--- config.mk ---
export PLATFORM = sky130hd
export DESIGN_NAME = signed_int_divider_flat
export DESIGN_NICKNAME = d
export VERILOG_FILES = /design/src/rtl/sid_pkg.sv /design/src/rtl/sid_in_if.sv /design/src/rtl/sid_out_if.sv /design/src/rtl/sid_cell.sv /design/src/rtl/signed_int_divider.sv /design/src/flat_wrapper.sv
export SDC_FILE = /design/constraint.sdc
export NUM_CORES = 1
export LEC_CHECK = 0
export BUFFER_PORTS_ARGS = -buffer_cell sky130_fd_sc_hd__buf_4
export CAP_MARGIN = 20
export CORE_MARGIN = 2
export CORE_UTILIZATION = 40
export CTS_CLUSTER_DIAMETER = 80
export DETAILED_ROUTE_END_ITERATION = 6
export SETUP_SLACK_MARGIN = 0.5
export SLEW_MARGIN = 20
export SYNTH_ARGS = -nofsm -noshare
export SYNTH_HDL_FRONTEND = slang
export SYNTH_SLANG_ARGS = --single-unit
--- constraint.sdc ---
create_clock -name clk -period 17.65 [get_ports clk]
set_input_delay 3.53 -clock clk [delete_from_list [all_inputs] [get_ports clk]]
set_output_delay 3.53 -clock clk [all_outputs]
set_load 0.02 [all_outputs]
--- src/rtl/sid_pkg.sv ---
// Shared types and constants for the signed integer divider.
// Holds the default data width and the control bundle sent to the divider cells.
// No dependencies.
package sid_pkg;

  // Default operand width.
  localparam int unsigned DATA_WIDTH_DEF = 32;

  // Control bundle broadcast from the sequencer to every cell of the row.
  typedef struct packed {
    logic load;  // capture operand magnitudes and clear the remainder
    logic step;  // perform one shift-and-subtract iteration
    logic take;  // trial subtraction did not borrow, keep the difference
  } cell_ctrl_t;

endpackage

--- src/rtl/sid_in_if.sv ---
// Operand channel of the signed integer divider: valid/ready plus both operands.
// Stands alone; the width is set by the instantiating level.
interface sid_in_if #(
  parameter int unsigned W = 32
);
  logic         valid;
  logic         ready;
  logic [W-1:0] numerator;
  logic [W-1:0] denominator;

  modport source (output valid, output numerator, output denominator, input ready);
  modport sink   (input valid, input numerator, input denominator, output ready);
endinterface

--- src/rtl/sid_out_if.sv ---
// Result channel of the signed integer divider: valid/ready plus the quotient.
// Stands alone; the width is set by the instantiating level.
interface sid_out_if #(
  parameter int unsigned W = 32
);
  logic         valid;
  logic         ready;
  logic [W-1:0] quotient;

  modport source (output valid, output quotient, input ready);
  modport sink   (input valid, input quotient, output ready);
endinterface

--- src/rtl/sid_cell.sv ---
// One bit slice of the restoring divider row: remainder, divisor and
// dividend/quotient bits plus one stage of the borrow chain.
// Depends on sid_pkg for the control bundle.
module sid_cell (
  input  logic              clk,
  input  sid_pkg::cell_ctrl_t ctrl,
  input  logic              load_nq,
  input  logic              load_d,
  input  logic              rem_in,
  input  logic              nq_in,
  input  logic              borrow_in,
  output logic              rem_out,
  output logic              nq_out,
  output logic              borrow_out
);

  logic rem;
  logic nq;
  logic d;
  logic trial;
  logic diff;

  // The shifted remainder bit arrives from the lower neighbor.
  assign trial      = rem_in;
  assign diff       = trial ^ d ^ borrow_in;
  assign borrow_out = (~trial & d) | (~(trial ^ d) & borrow_in);

  // Load operands, or shift one position and keep or restore the remainder.
  always_ff @(posedge clk) begin
    if (ctrl.load) begin
      rem <= 1'b0;
      nq  <= load_nq;
      d   <= load_d;
    end else if (ctrl.step) begin
      rem <= ctrl.take ? diff : trial;
      nq  <= nq_in;
    end
  end

  assign rem_out = rem;
  assign nq_out  = nq;

endmodule

--- src/rtl/signed_int_divider.sv ---
// Signed integer divider, quotient truncated toward zero, saturating on overflow.
// Built from a row of sid_cell bit slices; uses sid_pkg, sid_in_if and sid_out_if.
//
//   channel    | role   | payload
//   operands   | sink   | numerator, denominator (DATA_WIDTH bits each, signed)
//   result     | source | quotient (DATA_WIDTH bits, signed)
//
// An item passes through the load of the magnitudes, DATA_WIDTH iterations of the
// cell row (one quotient bit per cycle), and the sign fix.
// The next transfer on operands is taken once the previous result has moved into
// the output register, which may still be waiting on result.ready.
// A stalled result holds the sequencer in its final state until the register frees.
// Reset (rst, synchronous) clears the sequencer and the output valid flag.
module signed_int_divider #(
  parameter int unsigned DATA_WIDTH = sid_pkg::DATA_WIDTH_DEF
) (
  input  logic      clk,
  input  logic      rst,
  sid_in_if.sink    operands,
  sid_out_if.source result
);

  localparam int unsigned CNT_W = $clog2(DATA_WIDTH);
  localparam logic [DATA_WIDTH-1:0] MAX_POS = {1'b0, {(DATA_WIDTH-1){1'b1}}};

  typedef enum logic [2:0] {
    ST_IDLE = 3'b001,
    ST_RUN  = 3'b010,
    ST_FIN  = 3'b100
  } state_t;

  state_t              state;
  state_t              state_next;
  logic [CNT_W-1:0]    cnt;
  logic                neg;
  logic                zero_div;
  logic                out_valid;
  logic [DATA_WIDTH-1:0] out_quot;
  logic [DATA_WIDTH-1:0] res_next;

  sid_pkg::cell_ctrl_t ctrl;
  logic                in_xfer;
  logic                res_load;
  logic [DATA_WIDTH-1:0] mag_n;
  logic [DATA_WIDTH-1:0] mag_d;
  logic [DATA_WIDTH-1:0] rem_bits;
  logic [DATA_WIDTH-1:0] nq_bits;
  logic [DATA_WIDTH:0]   borrow;

  // Handshakes.
  assign operands.ready = (state == ST_IDLE);
  assign in_xfer        = operands.valid && operands.ready;
  assign res_load       = (state == ST_FIN) && (!out_valid || result.ready);

  // Operand magnitudes; the most negative value maps to 2^(W-1) unsigned.
  assign mag_n = operands.numerator[DATA_WIDTH-1] ? ('0 - operands.numerator)
                                                  : operands.numerator;
  assign mag_d = operands.denominator[DATA_WIDTH-1] ? ('0 - operands.denominator)
                                                    : operands.denominator;

  // Control broadcast to the cell row.
  assign ctrl.load = in_xfer;
  assign ctrl.step = (state == ST_RUN);
  assign ctrl.take = ~borrow[DATA_WIDTH];

  // Row of bit-slice cells with a ripple borrow chain.
  assign borrow[0] = 1'b0;
  for (genvar i = 0; i < DATA_WIDTH; i++) begin : g_cell
    logic rem_in;
    logic nq_in;
    if (i == 0) begin : g_low
      assign rem_in = nq_bits[DATA_WIDTH-1];
      assign nq_in  = ctrl.take;
    end else begin : g_mid
      assign rem_in = rem_bits[i-1];
      assign nq_in  = nq_bits[i-1];
    end
    sid_cell u_cell (
      .clk       (clk),
      .ctrl      (ctrl),
      .load_nq   (mag_n[i]),
      .load_d    (mag_d[i]),
      .rem_in    (rem_in),
      .nq_in     (nq_in),
      .borrow_in (borrow[i]),
      .rem_out   (rem_bits[i]),
      .nq_out    (nq_bits[i]),
      .borrow_out(borrow[i+1])
    );
  end

  // Sequencer next state.
  always_comb begin
    state_next = state;
    case (state)
      ST_IDLE: if (in_xfer) state_next = ST_RUN;
      ST_RUN:  if (cnt == '0) state_next = ST_FIN;
      ST_FIN:  if (res_load) state_next = ST_IDLE;
      default: state_next = ST_IDLE;
    endcase
  end

  always_ff @(posedge clk) begin
    if (rst) begin
      state <= ST_IDLE;
      cnt   <= '0;
    end else begin
      state <= state_next;
      if (in_xfer) begin
        cnt <= CNT_W'(DATA_WIDTH - 1);
      end else if (state == ST_RUN) begin
        cnt <= cnt - 1'b1;
      end
    end
  end

  // Sign and special-case flags captured with the operands.
  always_ff @(posedge clk) begin
    if (in_xfer) begin
      neg      <= operands.numerator[DATA_WIDTH-1] ^ operands.denominator[DATA_WIDTH-1];
      zero_div <= (operands.denominator == '0);
    end
  end

  // Sign fix and saturation of the unsigned quotient.
  always_comb begin
    if (zero_div) begin
      res_next = '0;
    end else if (neg) begin
      res_next = '0 - nq_bits;
    end else if (nq_bits[DATA_WIDTH-1]) begin
      res_next = MAX_POS;
    end else begin
      res_next = nq_bits;
    end
  end

  // Output register.
  always_ff @(posedge clk) begin
    if (rst) begin
      out_valid <= 1'b0;
    end else if (res_load) begin
      out_valid <= 1'b1;
    end else if (result.ready) begin
      out_valid <= 1'b0;
    end
  end

  always_ff @(posedge clk) begin
    if (res_load) begin
      out_quot <= res_next;
    end
  end

  assign result.valid    = out_valid;
  assign result.quotient = out_quot;

`ifndef SYNTHESIS
  // An accepted transfer starts a full-length run.
  a_start: assert property (@(posedge clk) disable iff (rst)
    in_xfer |=> (state == ST_RUN) && (cnt == CNT_W'(DATA_WIDTH - 1)))
    else $error("divider did not start a full run after operand transfer");

  // The last iteration leads to the sign-fix state.
  a_finish: assert property (@(posedge clk) disable iff (rst)
    ((state == ST_RUN) && (cnt == '0)) |=> (state == ST_FIN))
    else $error("divider did not finish after the last iteration");

  // Division by zero always yields a zero quotient.
  a_zero: assert property (@(posedge clk) disable iff (rst)
    (res_load && zero_div) |=> (out_quot == '0))
    else $error("divide by zero did not produce zero");

  // A result only appears after the sign-fix state.
  a_origin: assert property (@(posedge clk) disable iff (rst)
    $rose(out_valid) |-> $past(state == ST_FIN))
    else $error("result valid rose outside the sign-fix state");
`endif

endmodule
--- src/flat_wrapper.sv ---
// flat-port wrapper written by rule: the top's interface ports become plain ports
module signed_int_divider_flat 
#(
  parameter int unsigned DATA_WIDTH = sid_pkg::DATA_WIDTH_DEF
)
  (clk, rst, operands_valid, operands_numerator, operands_denominator, operands_ready, result_valid, result_quotient, result_ready);
  sid_in_if operands_i ();
  sid_out_if result_i ();
  input  logic clk;
  input  logic rst;
  input wire logic [$bits(operands_i.valid)-1:0] operands_valid;
  input wire logic [$bits(operands_i.numerator)-1:0] operands_numerator;
  input wire logic [$bits(operands_i.denominator)-1:0] operands_denominator;
  output wire logic [$bits(operands_i.ready)-1:0] operands_ready;
  output wire logic [$bits(result_i.valid)-1:0] result_valid;
  output wire logic [$bits(result_i.quotient)-1:0] result_quotient;
  input wire logic [$bits(result_i.ready)-1:0] result_ready;
  assign operands_i.valid = operands_valid;
  assign operands_i.numerator = operands_numerator;
  assign operands_i.denominator = operands_denominator;
  assign operands_ready = operands_i.ready;
  assign result_valid = result_i.valid;
  assign result_quotient = result_i.quotient;
  assign result_i.ready = result_ready;
  signed_int_divider #(.DATA_WIDTH(DATA_WIDTH)) u_core (.clk(clk), .rst(rst), .operands(operands_i), .result(result_i));
endmodule
# Yosys cells after proc, flatten, opt, wreduce, memory -nomap -nowiden
# Index checks and enable logic that the tools add are counted.
op_classes:
  n_addsub: 4
  eq_ne: 6
  mux: 107
  n_bitwise: 221
  reduce_logical: 9
ops:
  columns: ["op", "count"]
  rows:
  - ["$mux W1", 97]
  - ["$sub A1 B32 Y32 const A", 3]
  - ["$mux W32", 2]
  - ["$not A1 Y1", 64]
  - ["$and A1 B1 Y1", 63]
  - ["$xor A1 B1 Y1", 63]
  - ["$mux W31", 2]
  - ["$logic_not A32 Y1", 1]
  - ["$or A1 B1 Y1", 31]
  - ["$mux W5", 2]
  - ["$mux W3", 3]
  - ["$pmux W3 S3", 1]
  - ["$logic_not A5 Y1", 1]
  - ["$sub A5 B1 Y5 const B", 1]
  - ["$ne A2 B2 Y1 const B", 2]
  - ["$reduce_bool A2 Y1", 2]
  - ["$eq A3 B1 Y1 const B", 1]
  - ["$eq A3 B2 Y1 const B", 1]
  - ["$eq A3 B3 Y1 const B", 1]
  - ["$reduce_and A3 Y1", 1]
  - ["$logic_and A1 B1 Y1", 2]
  - ["$ne A2 B1 Y1 const B", 1]
  - ["$logic_not A1 Y1", 1]
  - ["$logic_or A1 B1 Y1", 1]
word_totals:
  register_bits: 138
  input_bits: 68
  out_inout_bits: 34
  word_cells: 448

# Longest topological paths before layout
# Gate-level depths: netlist of the first run.
depth:
  word_depth: 67
  ltp_mapped: 39
  mapped_depth_nobuf: 38

# Modules after synthesis
# A second synthesis of the first run with hierarchy kept.
unflattened:
  cells_unflattened: 837
  area_unflattened_um2: 8749.6
by_module_without_submodules:
  columns: ["module", "instances", "cells_each", "area_per_inst_um2", "seq_area_each_um2"]
  rows:
  - ["sid_cell", 32, 12, 155.1, 80.1]
  - ["signed_int_divider", 1, 453, 3784.9, 1201.2]

# Worst setup path before layout of the first run
# No wires, ideal clock.
synth_path:
  kind: "flip-flop to flip-flop"
  start: "reg u_core.g_cell[31].u_cell.nq"
  end: "reg u_core.g_cell[0].u_cell.rem"
  setup_time_ps: 128
  t_arrival_ps: 12708
  required_ps: 17522
  path_slack_ps: 4813
  path_stages_with_launch: 40
  n_path_buf: 1
  synth_period_minus_slack_ps: 12837
  cell_sequence: "edfxtp_1 > inv_1 > ha_1 > inv_1 > fa_1 > inv_1 > fa_1 > fa_1 > fa_1 > fa_1 > fa_1 > fa_1 > fa_1 > fa_1 > fa_1 > fa_1 > fa_1 > fa_1 > (+4 left out) > fa_1 > fa_1 > fa_1 > fa_1 > fa_1 > fa_1 > fa_1 > fa_1 > fa_1 > fa_1 > fa_1 > fa_1 > fa_1 > a21oi_1 > clkbuf_1 > nand2_1 > o21ai_0 > o21ai_0"
synth_via:
  elab_chain_cells: 65
  word_cells_on_any_way: 66
  cone_classes: "1 x mux; 65 x bitwise"
synth_lines:
  columns: ["item", "line_no", "source"]
  rows:
  - ["start: declaration", "sid_cell.sv:18", "logic nq;"]
  - ["start signal: assignment", "sid_cell.sv:32", "nq <= load_nq;"]
  - ["start signal: assignment", "sid_cell.sv:36", "nq <= nq_in;"]
  - ["$not A1 Y1", "sid_cell.sv:26", "assign borrow_out = (~trial & d) | (~(trial ^ d) & borrow_in);"]
  - ["$and A1 B1 Y1 (2 in series)", "sid_cell.sv:26", null]
  - ["$or A1 B1 Y1", "sid_cell.sv:26", null]
  - ["$and A1 B1 Y1", "sid_cell.sv:26", null]
  - ["$or A1 B1 Y1", "sid_cell.sv:26", null]
  - ["$and A1 B1 Y1", "sid_cell.sv:26", null]
  - ["$or A1 B1 Y1", "sid_cell.sv:26", null]
  - ["$and A1 B1 Y1", "sid_cell.sv:26", null]
  - ["(+48 left out)", null, null]
  - ["$or A1 B1 Y1", "sid_cell.sv:26", null]
  - ["$and A1 B1 Y1", "sid_cell.sv:26", null]
  - ["$or A1 B1 Y1", "sid_cell.sv:26", null]
  - ["$and A1 B1 Y1", "sid_cell.sv:26", null]
  - ["$or A1 B1 Y1", "sid_cell.sv:26", null]
  - ["$and A1 B1 Y1", "sid_cell.sv:26", null]
  - ["$or A1 B1 Y1", "sid_cell.sv:26", null]
  - ["$mux W1 *", "sid_cell.sv:35", "rem <= ctrl.take ? diff : trial;"]
  - ["end signal: assignment", "sid_cell.sv:35", null]
  - ["end: declaration", "sid_cell.sv:17", "logic rem;"]
# Every way passes the cells marked *; elsewhere a longest branch is shown, timed or not.
# A chain may end at the register's enable or synchronous reset.

# Final worst setup path of the first run
layout_path:
  start: "reg u_core.g_cell[31].u_cell.nq"
  end: "reg u_core.g_cell[1].u_cell.rem"
layout_via:
  elab_chain_cells: 65
  word_cells_on_any_way: 66
  cone_classes: "1 x mux; 65 x bitwise"
layout_lines:
  columns: ["item", "line_no"]
  rows:
  - ["$not A1 Y1 *", "sid_cell.sv:26"]
  - ["$and A1 B1 Y1 *", "sid_cell.sv:26"]
  - ["$and A1 B1 Y1", "sid_cell.sv:26"]
  - ["$or A1 B1 Y1", "sid_cell.sv:26"]
  - ["$and A1 B1 Y1", "sid_cell.sv:26"]
  - ["$or A1 B1 Y1", "sid_cell.sv:26"]
  - ["$and A1 B1 Y1", "sid_cell.sv:26"]
  - ["$or A1 B1 Y1", "sid_cell.sv:26"]
  - ["(+49 left out)", null]
  - ["$or A1 B1 Y1", "sid_cell.sv:26"]
  - ["$and A1 B1 Y1", "sid_cell.sv:26"]
  - ["$or A1 B1 Y1", "sid_cell.sv:26"]
  - ["$and A1 B1 Y1", "sid_cell.sv:26"]
  - ["$or A1 B1 Y1", "sid_cell.sv:26"]
  - ["$and A1 B1 Y1", "sid_cell.sv:26"]
  - ["$or A1 B1 Y1", "sid_cell.sv:26"]
  - ["$mux W1 *", "sid_cell.sv:35"]
  - ["end signal: assignment", "sid_cell.sv:35"]
  - ["end: declaration", "sid_cell.sv:17"]
# Marked as above.

==> out/results.txt, run 1 <==
Die Y: 147 microns
DRC violations left: 0
Switch Pwr: 231 uW
routability-driven placement congestion ratio: 0.844
die width: 147 microns
Pint: 724 uW
Clock Skew: 0.00658 ns
power density cells: 96.8 nW/um^2
CP Capture Type: flip-flop
synth top area cells: edfxtp_1, dfxtp_1, fa_1, o21ai_0, nand2_1
H-tree depth: 4
RSZ-0062 raised after global routing: false
crit path DAT: 13.74 ns
Max-slew headroom: 32.7%
Fill cells: 1943
DP HPWL: 12.9 mm
first-pass GRT wire length: 30.0 mm
final hold vios: 0
vias in the first global route: 5957
antenna violations before repair: 0
ys flop type: edfxtp_1
CP top delay family: adder cells
leak pwr: 3.30 nW
Max Cap Viol: 0
Max Root-Sink Buffers: 2
TritonCTS clock tree: built
initial core utilization: 40.5%
Final WS setup: 4.20 ns
largest net degree at the start of global routing: 92
Startpoint Class: flip-flop
Root Driver: clkbuf_16
buffer and inverter count on the worst path: 4
reg-to-reg slack, setup: 4.20 ns
FP Rows: 52
Crit-path slowest cell: fa_1
Sink Count: 138
post-synthesis sequential area ratio: 45.8%
number of port buffers: 101
syn_nets: 948
commonest non-fill, non-tap cell in the layout: o21ai_0
met3 GRT Util: 3.23%
GRT overflow: 0
yosys warns: 0
reg2reg path depth: 38
cts hold-fix bufs: 0
later-pin clock latency in the skew report: 0.42 ns
die area: 21600 sq um
final WL: 18.3 mm
Critical Path Fanout Max: 62
IO Pins: 102
Net Sw Frac: 24.2%
Final period util: 76.2%
crit path launch: u_core.g_cell[31].u_cell.nq_out
final setup violation count: 0
Clock Power Share: 45.2%
Critical Path End: u_core.g_cell[1].u_cell.rem_out
fraction of layout cells with a size suffix above 1: 16.9%
Distinct cells, synth: 56
Fmax: 74.3 MHz
Worst path most repeated cell: fa_1
Core Region: 20200 sq um
combinational share of power: 13.0%
GR Util met1: 23.7%
Gates resized, CTS repair: 0
CP required: 17.94 ns
routed wire length per instance: 15.2 microns
Synth Area per Inst: 9.70 sq um
Slew Limit Fails: 0
CP max stage delay: 0.43 ns
post-synthesis register bit count: 138
Synth area leader: edfxtp_1
Vias/cell: 5.35
antenna viol nets, final: 0
Worst path depth: 38
Worst-path clk slew: 0.06 ns
DRT Pass-1 Iters: 5
synthesized cell area: 8180 sq um
CP Class: reg2reg
Worst R2R End: u_core.g_cell[1].u_cell.rem_out
most frequent cells in the layout: o21ai_0, buf_4, edfxtp_1, nand2_1, inv_1
Iter 0 DRT Violations: 361
EDFF count, synth: 98
Nets: 1026
status: finished clean
vias after detailed routing: 6436
Tmin final: 13.45 ns
Inserted Diodes: 0
Syn-to-layout area delta: 20.7%
pre-CTS worst setup slack: 4.21 ns
Worst R2R Start: u_core.g_cell[31].u_cell.nq_out
Sum Neg Setup Slack: 0 ns
HP Class: reg2reg
sequential share of power: 41.8%
Max IR drop VDD: 0.0000689 V
overall routing resource usage: 17.3%
Worst Max-Slew Pin Slew: 1.01 ns
gr busiest metal: met2
postcts setup bufs: 0
Post-synth ARST share: 0%
met2 usage: 28.0%
CTS Buf Count: 17
share of Yosys cell area claimed by the top area cell type: 36.0%
Cells after Synth: 843
-- final cells by class --
type	count	area [sq um]	area share [%]
multi-input combinational	609	4090	41.4
sequential	138	3740	37.9
timing repair buffer	108	811	8.22
clock buffer	19	443	4.49
tap	270	338	3.42
clock inverter	13	270	2.74
inverter	47	176	1.79
-- worst min-delay path, delay by kind of cell (launching register included) --
family	cells	cell delay [ns]
AOI/OAI and AO/OA	1	0.06
DFF	1	0.31
and+or+nand+nor	1	0.05
-- worst min-delay path by stage --
stage	to	slack, ns	depth (start not counted)	startpoint
3_5_place_dp	u_core.g_cell[30].u_cell.rem_out	0.47	2	u_core.g_cell[30].u_cell.rem_out
3_3_place_gp	u_core.g_cell[30].u_cell.rem_out	0.47	2	u_core.g_cell[30].u_cell.rem_out
4_1_cts	u_core.g_cell[30].u_cell.rem_out	0.48	2	u_core.g_cell[30].u_cell.rem_out
5_1_grt	u_core.g_cell[19].u_cell.rem_out	0.50	2	u_core.g_cell[19].u_cell.rem_out
6_report	u_core.g_cell[30].u_cell.rem_out	0.48	2	u_core.g_cell[30].u_cell.rem_out
2_1_floorplan	u_core.g_cell[30].u_cell.rem_out	0.44	2	u_core.g_cell[30].u_cell.rem_out
-- flip-flops by register name (all words and copies together), names as in the netlist --
signal,flops
u_core.zero_div,1
u_core.result.valid,1
u_core.g_cell.u_cell.rem_out,31
u_core.result.quotient,32
u_core.cnt,5
u_core.neg,1
u_core.state,3
u_core.g_cell.u_cell.d,32
u_core.g_cell.u_cell.nq_out,32
-- cell families (layout without fill, tap and decap cells) --
| logic type | Yosys count | in the layout | share of synthesized area [%] |
|---|---|---|---|
| AOI/OAI and AO/OA | 222 | 222 | 16.2 |
| xor gates and xnor gates | 59 | 59 | 6.32 |
| adders and majority gates | 37 | 37 | 8.42 |
| buffers and inverters | 96 | 187 | 4.41 |
| DFF | 138 | 138 | 45.8 |
| muxes | 4 | 4 | 0.490 |
| and+or+nand+nor | 287 | 287 | 18.4 |
-- stage by stage --
step	util, %	power [mW]	hold WS, ns	cells	cell area, sq um
4_1_cts	48.9	0.962	0.479	1204	9870
6_report	48.9	0.955	0.477	1204	9870
3_3_place_gp	45.4	0.529	0.471	1172	9160
3_5_place_dp	45.4	0.530	0.467	1172	9160
5_1_grt	48.9	0.996	0.505	1204	9870
2_1_floorplan	-	0.483	0.444	843	8180
-- Yosys cell counts, types with 5 or more instances --
cell type and n:
o21ai_0 113, edfxtp_1 98, nand2_1 88, inv_1 47, clkbuf_1 46, nand3_1 45
nor2_1 43, a21oi_1 41, dfxtp_1 40, xnor2_1 33, fa_1 30, xor2_1 26
nor4_1 19, or4_1 19, o31ai_1 17, nor3_1 14, a311oi_1 13, o41ai_1 11
nand2b_1 9, nand4_1 8, ha_1 7, or3_1 7, a31oi_1 5, nand4b_1 5
-- power groups by stage --
stage	combinational (mW)	clock, mW	sequential (mW)
after global routing	0.142	0.451	0.403
after CTS	0.125	0.437	0.399
final	0.124	0.431	0.400
after floorplan	0.0861	0	0.397
after global placement	0.123	0	0.405
after detailed placement	0.124	0	0.406
-- per-layer routing --
layer	share of wire [%]	vias to the layer above
met4	1.6	0
met5	0	-
met2	47	167
li1	-	3245
met1	47	2999
met3	4.4	25
Note: power is estimated with default switching activity, not from simulation.
==> run 2, diff against run 1 <==
==> constraint.sdc (replaced) <==
create_clock -name clk -period 11.1 [get_ports clk]
set_input_delay 2.22 -clock clk [delete_from_list [all_inputs] [get_ports clk]]
set_output_delay 2.22 -clock clk [all_outputs]
set_load 0.02 [all_outputs]
==> out/results.txt, run 2 (synthesis gave the netlist of run 1 again) <==
Tmin final: 11.81 ns
Core Region: 20200 sq um
Worst path most repeated cell: fa_2
Final period util: 106%
crit path DAT: 12.09 ns
GRT overflow: 0
Hold Path Origin: u_core.g_cell[14].u_cell.rem_out
Vias/cell: 5.32
Crit-path slowest cell: edfxtp_1
DP HPWL: 13.0 mm
Slew Limit Fails: 0
multi-input logic area: 4200 sq um
most frequent cells in the layout: buf_4, edfxtp_1, o21ai_0, nand2_1, nand3_1
DP Area: 9300 sq um
Final WS setup: -0.706 ns
total chip power: 1.50 mW
Max-slew headroom: 35.3%
buffer and inverter count on the worst path: 4
Syn-to-layout area delta: 24.0%
overall routing resource usage: 17.8%
CP required: 11.39 ns
Critical Path Fanout Max: 14
RSZ-0062 raised after global routing: true
CP Class: reg2reg
crit path launch: u_core.g_cell[0].u_cell.d
CP top delay family: adder cells
pre-CTS worst setup slack: -0.707 ns
Nets: 1037
Fill cells: 1895
IO Pins: 102
Die Y: 147 microns
DRT Pass-1 Iters: 5
fin util: 50.3%
power density cells: 148 nW/um^2
Max Cap Viol: 0
first-pass GRT wire length: 31.1 mm
final WL: 18.6 mm
H-tree depth: 4
final setup violation count: 32
Iter 0 DRT Violations: 393
HP Class: reg2reg
Max IR drop VDD: 0.0000869 V
die area: 21600 sq um
number of port buffers: 101
CP Capture Type: flip-flop
Root Driver: clkbuf_16
TritonCTS clock tree: built
fraction of layout cells with a size suffix above 1: 22.3%
largest net degree at the start of global routing: 92
leak pwr: 3.38 nW
antenna viol nets, final: 0
Sum Neg Setup Slack: -19.82 ns
Startpoint Class: flip-flop
DRC violations left: 0
FP Rows: 52
Worst Max-Slew Pin Slew: 0.970 ns
final hold vios: 0
initial core utilization: 40.5%
vias after detailed routing: 6461
Min Hold Slack: 0.478 ns
placed cell count: 1176
Final Instance Count excl. Fillers: 1215
later-pin clock latency in the skew report: 0.42 ns
Worst-path clk slew: 0.06 ns
die width: 147 microns
register area: 3740 sq um
Clock Skew: 0.00728 ns
commonest non-fill, non-tap cell in the layout: buf_4
Fmax: 84.7 MHz
Inserted Diodes: 0
Design Area, Final: 10100 sq um
status: finished with violations
CP max stage delay: 0.42 ns
Sink Count: 138
vias in the first global route: 6090
Max Root-Sink Buffers: 2
failing checks: negative setup slack
antenna violations before repair: 0
CTS Buf Count: 17
routability-driven placement congestion ratio: 0.844
Worst R2R Start: u_core.g_cell[0].u_cell.d
routed wire length per instance: 15.3 microns
-- run 2: what timing repair did --
action / 4_1_cts / 5_1_grt
pin swaps: 2 / 0
gates cloned: 2 / 2
setup buffers: 1 / 2
gates resized for setup: 14 / 19
hold buffers: 0 / 0
setup endpoints to repair: 32 / 32
-- run 2: tightest hold or removal path, delay by kind of cell (launching register included) --
| kind | cells | cell delay (ns) |
|---|---|---|
| flops | 1 | 0.32 |
| simple gates | 1 | 0.06 |
| compound gates | 1 | 0.05 |
-- run 2: worst paths after layout --
kind / to / slack, ns / depth (start not counted)
worst max-delay path: u_core.g_cell[1].u_cell.rem_out / -0.71 / 38
worst min-delay path: u_core.g_cell[14].u_cell.rem_out / 0.48 / 2
worst max register to register: u_core.g_cell[1].u_cell.rem_out / -0.71 / 38
worst min register to register: u_core.g_cell[14].u_cell.rem_out / 0.48 / 2
-- run 2: area by class of cell --
class                      instances  share of cell area, %
multi-input combinational        609                   41.4
sequential                       138                   36.9
timing repair buffer             119                   9.99
clock buffer                      17                   4.19
tap                              270                   3.33
clock inverter                    15                   2.42
inverter                          47                   1.74
-- run 2: power breakdown --
group          internal, mW  switching (mW)
sequential            0.599          0.0382
combinational        0.0990           0.123
clock                 0.422           0.220
total                  1.12           0.381
-- run 2: layer usage --
layer  track usage (%)  wire, microns  vias to the layer above
li1                  -              -                     3285
met1              24.8           8820                     2992
met2              28.5           8790                      163
met3              3.70            782                       21
met4              4.57            248                        0
met5                 0              0                        -
